==> src/rtl/lennard_jones_force_sum_macros.svh <==
// ----------------------------------------------------------------------------
// lennard_jones_force_sum_macros.svh
// assertion shorthands shared by the force summation block
// ----------------------------------------------------------------------------
`ifndef LENNARD_JONES_FORCE_SUM_MACROS_SVH
`define LENNARD_JONES_FORCE_SUM_MACROS_SVH

// same-cycle implication on clk, quiet during reset
`define LJFS_ASSERT_SAME(label, ante, cons, msg) \
    label: assert property (@(posedge clk) disable iff (!rst_n) (ante) |-> (cons)) \
        else $error(msg);

// next-cycle implication on clk, quiet during reset
`define LJFS_ASSERT_NEXT(label, ante, cons, msg) \
    label: assert property (@(posedge clk) disable iff (!rst_n) (ante) |=> (cons)) \
        else $error(msg);

`endif

==> src/rtl/ljfs_pkg.sv <==
// ----------------------------------------------------------------------------
// ljfs_pkg
// types, codes and saturation helper for the lennard-jones force summation
// ----------------------------------------------------------------------------
package ljfs_pkg;

    // operation codes
    localparam logic OP_LOAD  = 1'b0;
    localparam logic OP_QUERY = 1'b1;

    // register index as decoded from paddr[2]
    localparam logic REG_ATOM_COUNT = 1'b0;

    // arithmetic constants
    localparam logic [63:0] R2SAFE  = 64'd43;
    localparam logic [63:0] MAGMAX  = 64'h7FFF_FFFF_FFFF_FFFF;
    localparam logic [63:0] IR2_NUM = 64'h8000_0000_0000_0000;
    localparam logic signed [67:0] SAT_HI = 68'sh0_7FFF_FFFF_FFFF_FFFF;
    localparam logic signed [67:0] SAT_LO = 68'shF_8000_0000_0000_0000;
    localparam logic signed [63:0] S64_MAX = 64'sh7FFF_FFFF_FFFF_FFFF;
    localparam logic signed [63:0] S64_MIN = 64'sh8000_0000_0000_0000;

    // multiplier and divider step counts
    localparam logic [2:0] MUL_LAST = 3'd4;
    localparam logic [5:0] DIV_FIRST = 6'd63;

    typedef struct packed {
        logic               operation;
        logic [5:0]         atom_index;
        logic signed [31:0] pos_x;
        logic signed [31:0] pos_y;
        logic signed [31:0] pos_z;
        logic signed [47:0] coef_c6;
        logic signed [47:0] coef_c12;
        logic               last_query;
    } ljfs_in_t;

    typedef struct packed {
        logic signed [47:0] force_x;
        logic signed [47:0] force_y;
        logic signed [47:0] force_z;
        logic signed [47:0] energy;
        logic               last_point;
        logic               saturated;
    } ljfs_out_t;

    typedef struct packed {
        logic signed [31:0] x;
        logic signed [31:0] y;
        logic signed [31:0] z;
        logic signed [47:0] c6;
        logic signed [47:0] c12;
    } ljfs_atom_t;

    typedef struct packed {
        logic busy;
        logic done;
    } ljfs_mul_sts_t;

    typedef struct packed {
        logic               clamp;
        logic signed [63:0] val;
    } ljfs_sat_t;

    typedef enum logic [3:0] {
        ST_IDLE,
        ST_RD,
        ST_RDW,
        ST_SQ,
        ST_DIV,
        ST_POW,
        ST_GC1,
        ST_GC2,
        ST_QM,
        ST_FM,
        ST_FA,
        ST_OUT
    } ljfs_state_t;

    // clamp a widened result into signed 64 bits
    function automatic ljfs_sat_t sat64(input logic signed [67:0] v);
        ljfs_sat_t r;
        if (v > SAT_HI) begin
            r.clamp = 1'b1;
            r.val   = S64_MAX;
        end else if (v < SAT_LO) begin
            r.clamp = 1'b1;
            r.val   = S64_MIN;
        end else begin
            r.clamp = 1'b0;
            r.val   = v[63:0];
        end
        return r;
    endfunction

endpackage

==> src/rtl/ljfs_mul.sv <==
// ----------------------------------------------------------------------------
// ljfs_mul
// 64x64 unsigned multiply from four 32x32 partial products
// ----------------------------------------------------------------------------
module ljfs_mul (
    input  logic                    clk,
    input  logic                    rst_n,
    input  logic                    start,
    input  logic [63:0]             a,
    input  logic [63:0]             b,
    output ljfs_pkg::ljfs_mul_sts_t sts,
    output logic [127:0]            prod
);
    import ljfs_pkg::*;

    logic [63:0]  a_reg;
    logic [63:0]  b_reg;
    logic [63:0]  pp_reg;
    logic [63:0]  pp_next;
    logic [127:0] acc_reg;
    logic [127:0] pp_shift;
    logic [2:0]   cnt_reg;
    logic         busy_reg;
    logic         done_reg;
    logic [31:0]  a_half;
    logic [31:0]  b_half;
    logic [1:0]   prev;

    // partial product select and alignment of the previous one
    always_comb
    begin
        a_half  = cnt_reg[1] ? a_reg[63:32] : a_reg[31:0];
        b_half  = cnt_reg[0] ? b_reg[63:32] : b_reg[31:0];
        pp_next = 64'(a_half) * 64'(b_half);
        prev    = cnt_reg[1:0] - 2'd1;
        case (prev)
            2'd0:    pp_shift = {64'd0, pp_reg};
            2'd1:    pp_shift = {32'd0, pp_reg, 32'd0};
            2'd2:    pp_shift = {32'd0, pp_reg, 32'd0};
            2'd3:    pp_shift = {pp_reg, 64'd0};
            default: pp_shift = '0;
        endcase
    end

    // step control
    always_ff @(posedge clk or negedge rst_n)
    begin
        if (!rst_n)
        begin
            busy_reg <= 1'b0;
            done_reg <= 1'b0;
            cnt_reg  <= '0;
        end else begin
            done_reg <= 1'b0;
            if (start)
            begin
                busy_reg <= 1'b1;
                cnt_reg  <= '0;
            end else if (busy_reg)
            begin
                if (cnt_reg == MUL_LAST)
                begin
                    busy_reg <= 1'b0;
                    done_reg <= 1'b1;
                end else begin
                    cnt_reg <= cnt_reg + 3'd1;
                end
            end
        end
    end

    // operands, partial product and accumulation
    always_ff @(posedge clk)
    begin
        if (start)
        begin
            a_reg   <= a;
            b_reg   <= b;
            acc_reg <= '0;
        end else if (busy_reg)
        begin
            pp_reg <= pp_next;
            if (cnt_reg != 3'd0)
            begin
                acc_reg <= acc_reg + pp_shift;
            end
        end
    end

    assign sts.busy = busy_reg;
    assign sts.done = done_reg;
    assign prod     = acc_reg;

endmodule

==> config.mk <==
export PLATFORM = sky130hd
export DESIGN_NAME = ljfs_mul
export DESIGN_NICKNAME = d
export VERILOG_FILES = /design/src/rtl/lennard_jones_force_sum_macros.svh /design/src/rtl/ljfs_pkg.sv /design/src/rtl/ljfs_mul.sv
export SDC_FILE = /design/constraint.sdc
export NUM_CORES = 2
export LEC_CHECK = 0
export BUFFER_PORTS_ARGS = -buffer_cell sky130_fd_sc_hd__buf_4
export CAP_MARGIN = 0
export CORE_UTILIZATION = 55
export CTS_CLUSTER_SIZE = 30
export DETAILED_ROUTE_END_ITERATION = 8
export PLACE_DENSITY = 0.72
export SETUP_SLACK_MARGIN = 0.5
export SLEW_MARGIN = 25
export SYNTH_ARGS = -nofsm -noshare
export SYNTH_HDL_FRONTEND = slang
export SYNTH_SLANG_ARGS = --single-unit
==> constraint.sdc <==
create_clock -name clk -period 18.7 [get_ports clk]
set_clock_uncertainty 0.15 [all_clocks]
set_input_delay 0.935 -clock clk [delete_from_list [all_inputs] [get_ports clk]]
set_output_delay 0.935 -clock clk [all_outputs]
set_load 0.1 [all_outputs]
==> out/metrics.yaml <==
insertion_delay_ns: 0.67
timing.slew.headroom_pct: 26.09
fmax_mhz: 97.47
setup_viol: 0
async_reset_ff_share_pct: 1.538
path_buf_inv: 7
yosysSeqAreaShare_pct: 15.95
r2r_cells: 29
synth-main-ff-cell: "edfxtp_1"
crit_type: "flop to flop"
largest_reg_flops: 128
die_h_um: 312.4
hold_start: "a[2]"
path_clk_slew_ns: 0.06
yosys_register_bits: 325
io_buffers: 260
cts_setup_buffers: 0
drtIter0Drc: 4623
die_width_um: 312.4
drv_slew: 0
synthesis.area_sq_um: 53000
cp-end-kind: "flop"
critPathMaxStageDelay_ns: 0.88
ys_warn_count: 0
dr_total_vias: 44960
num_io_pins: 261
path_common_cell: "fa_1"
timing.rr.start: "cnt_reg[1]"
worst_slew_pin_slew_ns: 1.085
cts_buffer_depth: 3
slowest_stage: "mux2i_2"
finalHoldViolations: 0
setup_tns_ns: 0
drv_cap: 0
globalplace.congestion: 1.041
wl_per_cell_um: 26.13
hp-class: "primary input to flop"
nets: 7499
rsz0062_at_grt: "false"
synth-edff-count: 192
die-area_sq_um: 97620
finalWirelength_mm: 192.8
post-dp-hpwl_mm: 152.0
r2r_end: "pp_reg[62]"
crit_path_max_fanout: 38
cts_tree: "yes"
grt_pass1_vias: 45930
initial_utilization_pct: 55.62
drt_pass1_iterations: 8
cts.sinks: 325
period_needed_ns: 10.26
num_rows: 113
cts_root_buf: "clkbuf_16"
hold_end: "a_reg[2]"
core_area_sq_um: 95290
grt.total_usage_pct: 39.69
antenna_left: 0
outcome: "finished, final reports clean"
fin_crit_sh_pct: 54.86
via_per_inst: 6.095
critPathArrivalTime_ns: 10.52
holdPathStages: 1
grt_max_degree: 81
grt_pass1_wl_mm: 286.4
critPathLaunchType: "flop"
cts_max_level: 2
hold_ws_ns: 0.3061
antenna_found_initial: 2
required_ns: 18.96
ff2ff_setup_slack_ns: 8.44
drc: 0
syn_inst: 5995
cts.repair.resized: 0
cts_buffers: 40
cp_top_family: "adder cells"
utilization_pct: 60.43
nFillCells: 8472
synth_cell_types: 96
syn_to_final_growth_pct: 8.644
grt_remaining_overflow: 0
synth.net_count: 7416
syn_area_per_cell_sq_um: 8.841
drive_gt1_share_pct: 9.298
==> stage by stage <==
stage	cells	instance area [sq um]	setup WS, ns
final	7376	57590	8.440
after global routing	7374	57580	8.034
after CTS	7370	57500	8.501
after detailed placement	7296	56120	8.482
after global placement	7296	56120	8.753
after floorplan	5995	53000	9.619
==> cell usage after synthesis, types with 23 or more instances <==
master | instances | share of area (%)
dfxtp_1 | 128 | 4.8
inv_1 | 937 | 6.6
clkbuf_1 | 240 | 1.7
buf_2 | 24 | 0.23
edfxtp_1 | 192 | 11
xnor2_1 | 95 | 1.6
o21bai_1 | 51 | 0.72
a22o_1 | 69 | 1.1
a21o_1 | 94 | 1.3
nand3_1 | 35 | 0.33
nor2_1 | 740 | 5.2
mux2i_1 | 66 | 1.2
ha_1 | 393 | 9.3
nand2_1 | 801 | 5.7
nand4_1 | 73 | 0.86
a21oi_1 | 344 | 3.2
mux2_2 | 64 | 1.4
o21ai_0 | 183 | 1.7
nor3_1 | 35 | 0.33
a31oi_1 | 24 | 0.28
xor2_1 | 77 | 1.3
and2_1 | 76 | 0.90
fa_1 | 897 | 34
buf_1 | 23 | 0.16
==> final cells by class <==
class | instances | area (sq um) | area share, %
multi-input cells | 4424 | 39960 | 69.39
flip-flops and latches | 325 | 8461 | 14.69
inverters | 937 | 3517 | 6.108
repair buffers | 350 | 2691 | 4.674
well taps | 1265 | 1583 | 2.749
clock buffers | 51 | 1062 | 1.845
clock inverters | 22 | 305.3 | 0.5301
diodes | 2 | 5.005 | 0.008691
==> what timing repair did <==
item                                    4_1_cts  5_1_grt
endpoints found under the setup margin        0        0
hold buffers                                  1        0
endpoints found under the hold margin         5        0
==> kinds of logic after synthesis <==
group	Yosys count	share of synthesized area, %
adders and majority gates	1290	43.16
buffers and inverters	1246	9.161
DFF	325	15.95
AOI/OAI and AO/OA	945	11.22
and+or+nand+nor	1886	15.05
muxes	131	2.627
xor gates and xnor gates	172	2.842
==> cell usage in the layout (no fill, tap or decap), types with 26 or more instances in the layout <==
cell	netlist	final
mux2i_1	66	26
mux2_2	64	64
a22o_1	69	69
nand4_1	73	73
edfxtp_1	192	192
o21bai_1	51	51
fa_1	897	897
mux2i_2	0	32
nor3_1	35	35
inv_1	937	937
a21o_1	94	94
nor2_1	740	737
a21oi_1	344	344
dfxtp_1	128	128
nand2_1	801	801
clkbuf_16	0	40
ha_1	393	392
o21ai_0	183	183
and2_1	76	76
buf_4	6	344
xnor2_1	95	95
nand3_1	35	35
xor2_1	77	77
==> per-layer routing <==
| metal | up-vias | part of all wire, % | routed length [um] | track usage [%] |
|---|---|---|---|---|
| met1 | 22050 | 36 | 69590 | 48.27 |
| li1 | 19330 | - | - | - |
| met4 | 4 | 8.5 | 16320 | 26.94 |
| met3 | 795 | 11 | 21430 | 10.46 |
| met5 | - | 0.014 | 27 | 0 |
| met2 | 2782 | 44 | 85390 | 61.98 |
==> worst register-to-register path, delay by kind of cell, from the launching register on <==
family,cells,cell delay [ns]
compound gates,6,1.41
xor+xnor,1,0.08
fa+ha+maj,9,4.36
buf+inv,7,1.35
flops,1,0.71
mux,1,0.94
simple gates,5,1.04
==> worst max path at each step <==
stage	start	endpoint	depth (start not counted)
after global placement	cnt_reg[1]	pp_reg[60]	29
after global routing	cnt_reg[1]	pp_reg[60]	29
after detailed placement	cnt_reg[1]	pp_reg[62]	29
final	cnt_reg[1]	pp_reg[62]	29
after CTS	cnt_reg[1]	pp_reg[62]	29
after floorplan	cnt_reg[0]	pp_reg[60]	31
Power is left out: the tool's default activity adds up to more than one toggle a clock period on the data nets, which glitch-free logic cannot reach.
