===== src/rtl/lennard_jones_force_sum_macros.svh =====
// ----------------------------------------------------------------------------
// lennard_jones_force_sum_macros.svh
// assertion shorthands shared by the force summation block
// ----------------------------------------------------------------------------
`ifndef LENNARD_JONES_FORCE_SUM_MACROS_SVH
`define LENNARD_JONES_FORCE_SUM_MACROS_SVH

// same-cycle implication on clk, quiet during reset
`define LJFS_ASSERT_SAME(label, ante, cons, msg) \
    label: assert property (@(posedge clk) disable iff (!rst_n) (ante) |-> (cons)) \
        else $error(msg);

// next-cycle implication on clk, quiet during reset
`define LJFS_ASSERT_NEXT(label, ante, cons, msg) \
    label: assert property (@(posedge clk) disable iff (!rst_n) (ante) |=> (cons)) \
        else $error(msg);

`endif


===== src/rtl/ljfs_pkg.sv =====
// ----------------------------------------------------------------------------
// ljfs_pkg
// types, codes and saturation helper for the lennard-jones force summation
// ----------------------------------------------------------------------------
package ljfs_pkg;

    // operation codes
    localparam logic OP_LOAD  = 1'b0;
    localparam logic OP_QUERY = 1'b1;

    // register index as decoded from paddr[2]
    localparam logic REG_ATOM_COUNT = 1'b0;

    // arithmetic constants
    localparam logic [63:0] R2SAFE  = 64'd43;
    localparam logic [63:0] MAGMAX  = 64'h7FFF_FFFF_FFFF_FFFF;
    localparam logic [63:0] IR2_NUM = 64'h8000_0000_0000_0000;
    localparam logic signed [67:0] SAT_HI = 68'sh0_7FFF_FFFF_FFFF_FFFF;
    localparam logic signed [67:0] SAT_LO = 68'shF_8000_0000_0000_0000;
    localparam logic signed [63:0] S64_MAX = 64'sh7FFF_FFFF_FFFF_FFFF;
    localparam logic signed [63:0] S64_MIN = 64'sh8000_0000_0000_0000;

    // multiplier and divider step counts
    localparam logic [2:0] MUL_LAST = 3'd4;
    localparam logic [5:0] DIV_FIRST = 6'd63;

    typedef struct packed {
        logic               operation;
        logic [5:0]         atom_index;
        logic signed [31:0] pos_x;
        logic signed [31:0] pos_y;
        logic signed [31:0] pos_z;
        logic signed [47:0] coef_c6;
        logic signed [47:0] coef_c12;
        logic               last_query;
    } ljfs_in_t;

    typedef struct packed {
        logic signed [47:0] force_x;
        logic signed [47:0] force_y;
        logic signed [47:0] force_z;
        logic signed [47:0] energy;
        logic               last_point;
        logic               saturated;
    } ljfs_out_t;

    typedef struct packed {
        logic signed [31:0] x;
        logic signed [31:0] y;
        logic signed [31:0] z;
        logic signed [47:0] c6;
        logic signed [47:0] c12;
    } ljfs_atom_t;

    typedef struct packed {
        logic busy;
        logic done;
    } ljfs_mul_sts_t;

    typedef struct packed {
        logic               clamp;
        logic signed [63:0] val;
    } ljfs_sat_t;

    typedef enum logic [3:0] {
        ST_IDLE,
        ST_RD,
        ST_RDW,
        ST_SQ,
        ST_DIV,
        ST_POW,
        ST_GC1,
        ST_GC2,
        ST_QM,
        ST_FM,
        ST_FA,
        ST_OUT
    } ljfs_state_t;

    // clamp a widened result into signed 64 bits
    function automatic ljfs_sat_t sat64(input logic signed [67:0] v);
        ljfs_sat_t r;
        if (v > SAT_HI) begin
            r.clamp = 1'b1;
            r.val   = S64_MAX;
        end else if (v < SAT_LO) begin
            r.clamp = 1'b1;
            r.val   = S64_MIN;
        end else begin
            r.clamp = 1'b0;
            r.val   = v[63:0];
        end
        return r;
    endfunction

endpackage


===== src/rtl/ljfs_div.sv =====
// ----------------------------------------------------------------------------
// ljfs_div
// restoring divider for 2^63 / r2, one quotient bit per cycle
// ----------------------------------------------------------------------------
module ljfs_div (
    input  logic        clk,
    input  logic        rst_n,
    input  logic        start,
    input  logic [63:0] den,
    output logic        done,
    output logic [63:0] quo
);
    import ljfs_pkg::*;

    logic [63:0] den_reg;
    logic [63:0] rem_reg;
    logic [63:0] rem_next;
    logic [63:0] quo_reg;
    logic [5:0]  cnt_reg;
    logic        busy_reg;
    logic        done_reg;
    logic [64:0] rem_sh;
    logic [64:0] rem_sub;
    logic        ge;

    // one restoring step
    always_comb
    begin
        rem_sh   = {rem_reg, IR2_NUM[cnt_reg]};
        rem_sub  = rem_sh - {1'b0, den_reg};
        ge       = rem_sh >= {1'b0, den_reg};
        rem_next = ge ? rem_sub[63:0] : rem_sh[63:0];
    end

    // step control
    always_ff @(posedge clk or negedge rst_n)
    begin
        if (!rst_n)
        begin
            busy_reg <= 1'b0;
            done_reg <= 1'b0;
            cnt_reg  <= '0;
        end else begin
            done_reg <= 1'b0;
            if (start)
            begin
                busy_reg <= 1'b1;
                cnt_reg  <= DIV_FIRST;
            end else if (busy_reg)
            begin
                if (cnt_reg == 6'd0)
                begin
                    busy_reg <= 1'b0;
                    done_reg <= 1'b1;
                end else begin
                    cnt_reg <= cnt_reg - 6'd1;
                end
            end
        end
    end

    // remainder and quotient
    always_ff @(posedge clk)
    begin
        if (start)
        begin
            den_reg <= den;
            rem_reg <= '0;
            quo_reg <= '0;
        end else if (busy_reg)
        begin
            rem_reg <= rem_next;
            quo_reg <= {quo_reg[62:0], ge};
        end
    end

    assign done = done_reg;
    assign quo  = quo_reg;

endmodule


===== config.mk =====
export PLATFORM = sky130hd
export DESIGN_NAME = ljfs_div
export DESIGN_NICKNAME = d
export VERILOG_FILES = /design/src/rtl/lennard_jones_force_sum_macros.svh /design/src/rtl/ljfs_pkg.sv /design/src/rtl/ljfs_div.sv
export SDC_FILE = /design/constraint.sdc
export NUM_CORES = 1
export LEC_CHECK = 0
export BUFFER_PORTS_ARGS = -buffer_cell sky130_fd_sc_hd__buf_4
export CORE_MARGIN = 10
export CORE_UTILIZATION = 39
export DETAILED_ROUTE_END_ITERATION = 10
export SYNTH_ARGS = -nofsm -noshare
export SYNTH_HDL_FRONTEND = slang
export SYNTH_SLANG_ARGS = --single-unit

===== constraint.sdc =====
create_clock -name clk -period 4.1 [get_ports clk]
set_input_delay 0.205 -clock clk [delete_from_list [all_inputs] [get_ports clk]]
set_output_delay 0.205 -clock clk [all_outputs]
set_load 0.01 [all_outputs]

==> run_results.csv <==
group,metric,value,unit
power_and_ir_drop,leakage,6.39,nW
sta,maxSlewHeadroom,29.0,%
clock_tree,cts_tree,"yes",
sta,fmax,261,MHz
placement,post-place-ws,0.110,ns
final_layout,nets,1557,
floorplan,coreArea,28800,um^2
setup_path,cp.required,4.48,ns
grt,grt_pass1_vias,9468,
power_and_ir_drop,p_seq_share,32.0,%
final_layout,fin_cells,1819,
clock_tree,cts.clk_slew.worst_paths,0.08,ns
routing,wl,28500,um
clock_tree,worstSkewPairLatency,0.46,ns
clock_tree,cts_buffers,17,
sta,post-route-period-util,93.4,%
final_layout,antenna_cells,0,
power_and_ir_drop,switching_share,39.9,%
routing,wire_per_inst,15.7,um
final_layout,drive_above_1_share,16.0,%
setup_path,reg2reg_from,"cnt_reg[0]",
status,status,"finished, final reports clean",
placement,dp_hpwl,21000,um
final_layout,multiInputGateArea,6150,um^2
routing,first_iter_violations,525,
routing,drtPass1Iterations,5,
logic_synthesis,synthArstFlopShare,4.00,%
logic_synthesis,synth_nets,1386,
logic_synthesis,ys_ff_latch,200,
setup_path,cp_max_fo,5,
logic_synthesis,synth_top_area_share,22.4,%
job,drv_cap,0,
logic_synthesis,yosysUniqueCellTypes,69,
power_and_ir_drop,p_sw,3.20,mW
power_and_ir_drop,powerDensity,572,nW/um^2
floorplan,start_util,39.7,%
logic_synthesis,yosysWarnings,0,
grt,grt_pass1_wl,47900,um
logic_synthesis,synth.area.top_cells,"dfxtp_1 (22%), edfxtp_1 (17%), mux2i_1 (8.9%)",
sta,rsz0062_at_grt,"no",
logic_synthesis,netlist_area,11400,um^2
power_and_ir_drop,p_int,4.82,mW
routing,drc_errors,0,
final_layout,area_growth,22.8,%
sta,worstMarginPinSlew,1.06,ns
logic_synthesis,synth_most_common_cell,"nor2_1",
logic_synthesis,synth_top_flop_cell,"dfxtp_1",
power_and_ir_drop,peakVddDrop,0.323,mV
clock_tree,clockRootBuffer,"clkbuf_16",
setup_path,r2r-end,"rem_reg[56]",
final_layout,nFillCells,2751,
setup_path,crit_type,"reg -> reg",
routing,vias_per_cell,5.16,
power_and_ir_drop,p_comb_share,47.2,%
setup_path,crit_buf_inv,0,
grt,grt_start_max_net_pins,93,
placement,dp_cells,1720,
routing,drtAntennaViolNets,0,
sta,min_period,3.83,ns
setup_path,slowest_delay,0.41,ns
floorplan,die_h,191,um
setup_path,critPathCaptureType,"flip-flop",
floorplan,num_rows,62,
placement,place.gp.congestion,0.881,
setup_path,critPathLaunchType,"flip-flop",
grt,grt-ovfl-total,0,
logic_synthesis,post-synth-top-area-cell,"dfxtp_1",
grt,grt_use_total,15.8,%
routing,vias,9377,
logic_synthesis,synth-edff-count,64,
setup_path,path_cells,"ha_1, and3_1, nand3_2, ha_2, fa_1, nand2b_1, a21oi_2, o21ai_2, o31ai_4, a21oi_2, o31a_1, o21ai_2, a211o_1, nand2_1, mux2_2, a221oi_2",
setup_path,cp_slowest_cell,"dfrtp_1",
power_and_ir_drop,clockPowerShare,20.8,%
logic_synthesis,netlist_instances,1251,
final_layout,fin_util,48.7,%
placement,io_buffers,131,
sta,setup_viol,0,
clock_tree,cts_htree_levels,4,
clock_tree,clock_sinks,200,
sta,fin_setup_tns,0,ns
floorplan,die_w,191,um
setup_path,reg2regPathDepth,16,
final_layout,seq_area,4690,um^2
min_path,min_path_type,"in -> async",
floorplan,io_pins,132,
sta,finalWorstSetupSlack,0.270,ns
setup_path,crit_arrival,4.21,ns
sta,final_max_slew_viol_count,0,
logic_synthesis,yosysSeqAreaShare,41.0,%
logic_synthesis,synth_area_per_cell,9.14,um^2
floorplan,dieArea,36600,um^2
clock_tree,clock_path_buffers,2,
sta,finClkSkew,0.0122,ns
logic_synthesis,synth_common_cells,"nor2_1 (166), dfxtp_1 (128), mux2i_1 (102), nand2_1 (92), a21oi_1 (87)",
setup_path,crit_family,"compound AO/OA/AOI/OAI gates",
grt,grt_antenna_before_repair,0,
setup_path,r2r_slack,0.27,ns
sta,hold_viol_final,0,
[cell usage in the layout, fill, tap and decap left out, types with 6 or more instances in the layout]
| cell type | synthesis | final |
|---|---|---|
| nor2_1 | 166 | 166 |
| buf_4 | 4 | 150 |
| dfxtp_1 | 128 | 128 |
| mux2i_1 | 102 | 102 |
| nand2_1 | 92 | 92 |
| a21oi_1 | 87 | 86 |
| inv_1 | 84 | 84 |
| ha_1 | 67 | 66 |
| dlygate4sd3_1 | 0 | 65 |
| edfxtp_1 | 64 | 64 |
| a211oi_1 | 46 | 46 |
| o21ai_0 | 45 | 44 |
| xnor2_1 | 34 | 34 |
| xor2_1 | 28 | 28 |
| a21o_1 | 22 | 22 |
| nand4_1 | 21 | 21 |
| o21ai_1 | 20 | 20 |
| clkbuf_16 | 0 | 17 |
| nor3_1 | 16 | 16 |
| nand2b_1 | 15 | 15 |
| a211oi_2 | 15 | 15 |
| nand3_1 | 13 | 12 |
| o21bai_1 | 10 | 10 |
| o211ai_1 | 9 | 9 |
| o21a_1 | 8 | 8 |
| dfrtp_1 | 8 | 7 |
| nor2b_1 | 6 | 6 |
[worst max path at each step]
stage               slack, ns           to  depth (start not counted)        from
finish                   0.27  rem_reg[56]                         16  cnt_reg[0]
global route             0.03  rem_reg[56]                         16  cnt_reg[0]
CTS                      0.09  rem_reg[56]                         16  cnt_reg[0]
detailed placement       0.11  rem_reg[56]                         16  cnt_reg[0]
global placement         0.31  rem_reg[56]                         16  cnt_reg[0]
floorplan                0.62  rem_reg[56]                         16  cnt_reg[0]
[logic make-up after synthesis]
family,Yosys count,share of synthesized area (%)
adders and majority gates,68,7.51
DFF,200,41.0
and+or+nand+nor,360,14.0
muxes,105,9.23
AOI/OAI and AO/OA,307,18.1
buffers and inverters,149,5.47
xor gates and xnor gates,62,4.75
[per-layer routing]
layer  wire (um)  vias up  GRT usage (%)
li1            -     4774              -
met1       13800     4374           21.0
met2       12200      202           23.4
met3        2070       27           5.69
met4         464        0           5.11
met5           0        -              0
[stage by stage]
stage | cell area [um^2] | hold slack (ns) | total power, mW
after floorplan | 11400 | -0.0906 | 5.50
after global placement | 12800 | 0.0281 | 6.27
after detailed placement | 12800 | 0.0341 | 6.28
after CTS | 14000 | 0.0969 | 8.05
after global routing | 14000 | 0.119 | 8.62
final | 14000 | 0.115 | 8.03
[what timing repair did]
action	CTS	global route
buffers inserted	0	2
resized for setup	0	6
hold buffers	65	0
endpoints found under the hold margin	72	0
endpoints found under the setup margin	0	4
[power by group through the flow]
stage	Clock, mW	Sequential, mW	Combinational, mW
finish	1.67	2.57	3.79
detailed placement	0	2.61	3.67
CTS	1.73	2.57	3.75
floorplan	0	2.55	2.94
global placement	0	2.60	3.66
global route	1.79	2.61	4.21
[layout make-up]
type | instances | share of cell area [%]
clock buffer | 18 | 3.06
clock inverter | 14 | 1.11
inverter | 84 | 2.25
multi-input combinational | 902 | 43.9
sequential | 200 | 33.4
tap | 384 | 3.42
timing repair buffer | 217 | 12.9
[worst register-to-register path: cells and delay by family, from the launching register on]
family          cells  cell delay (ns)
compound gates      8             1.73
fa+ha+maj           3             0.79
flops               1             0.41
mux                 1             0.29
simple gates        4             0.55
Power figures use the tool's default switching activity.
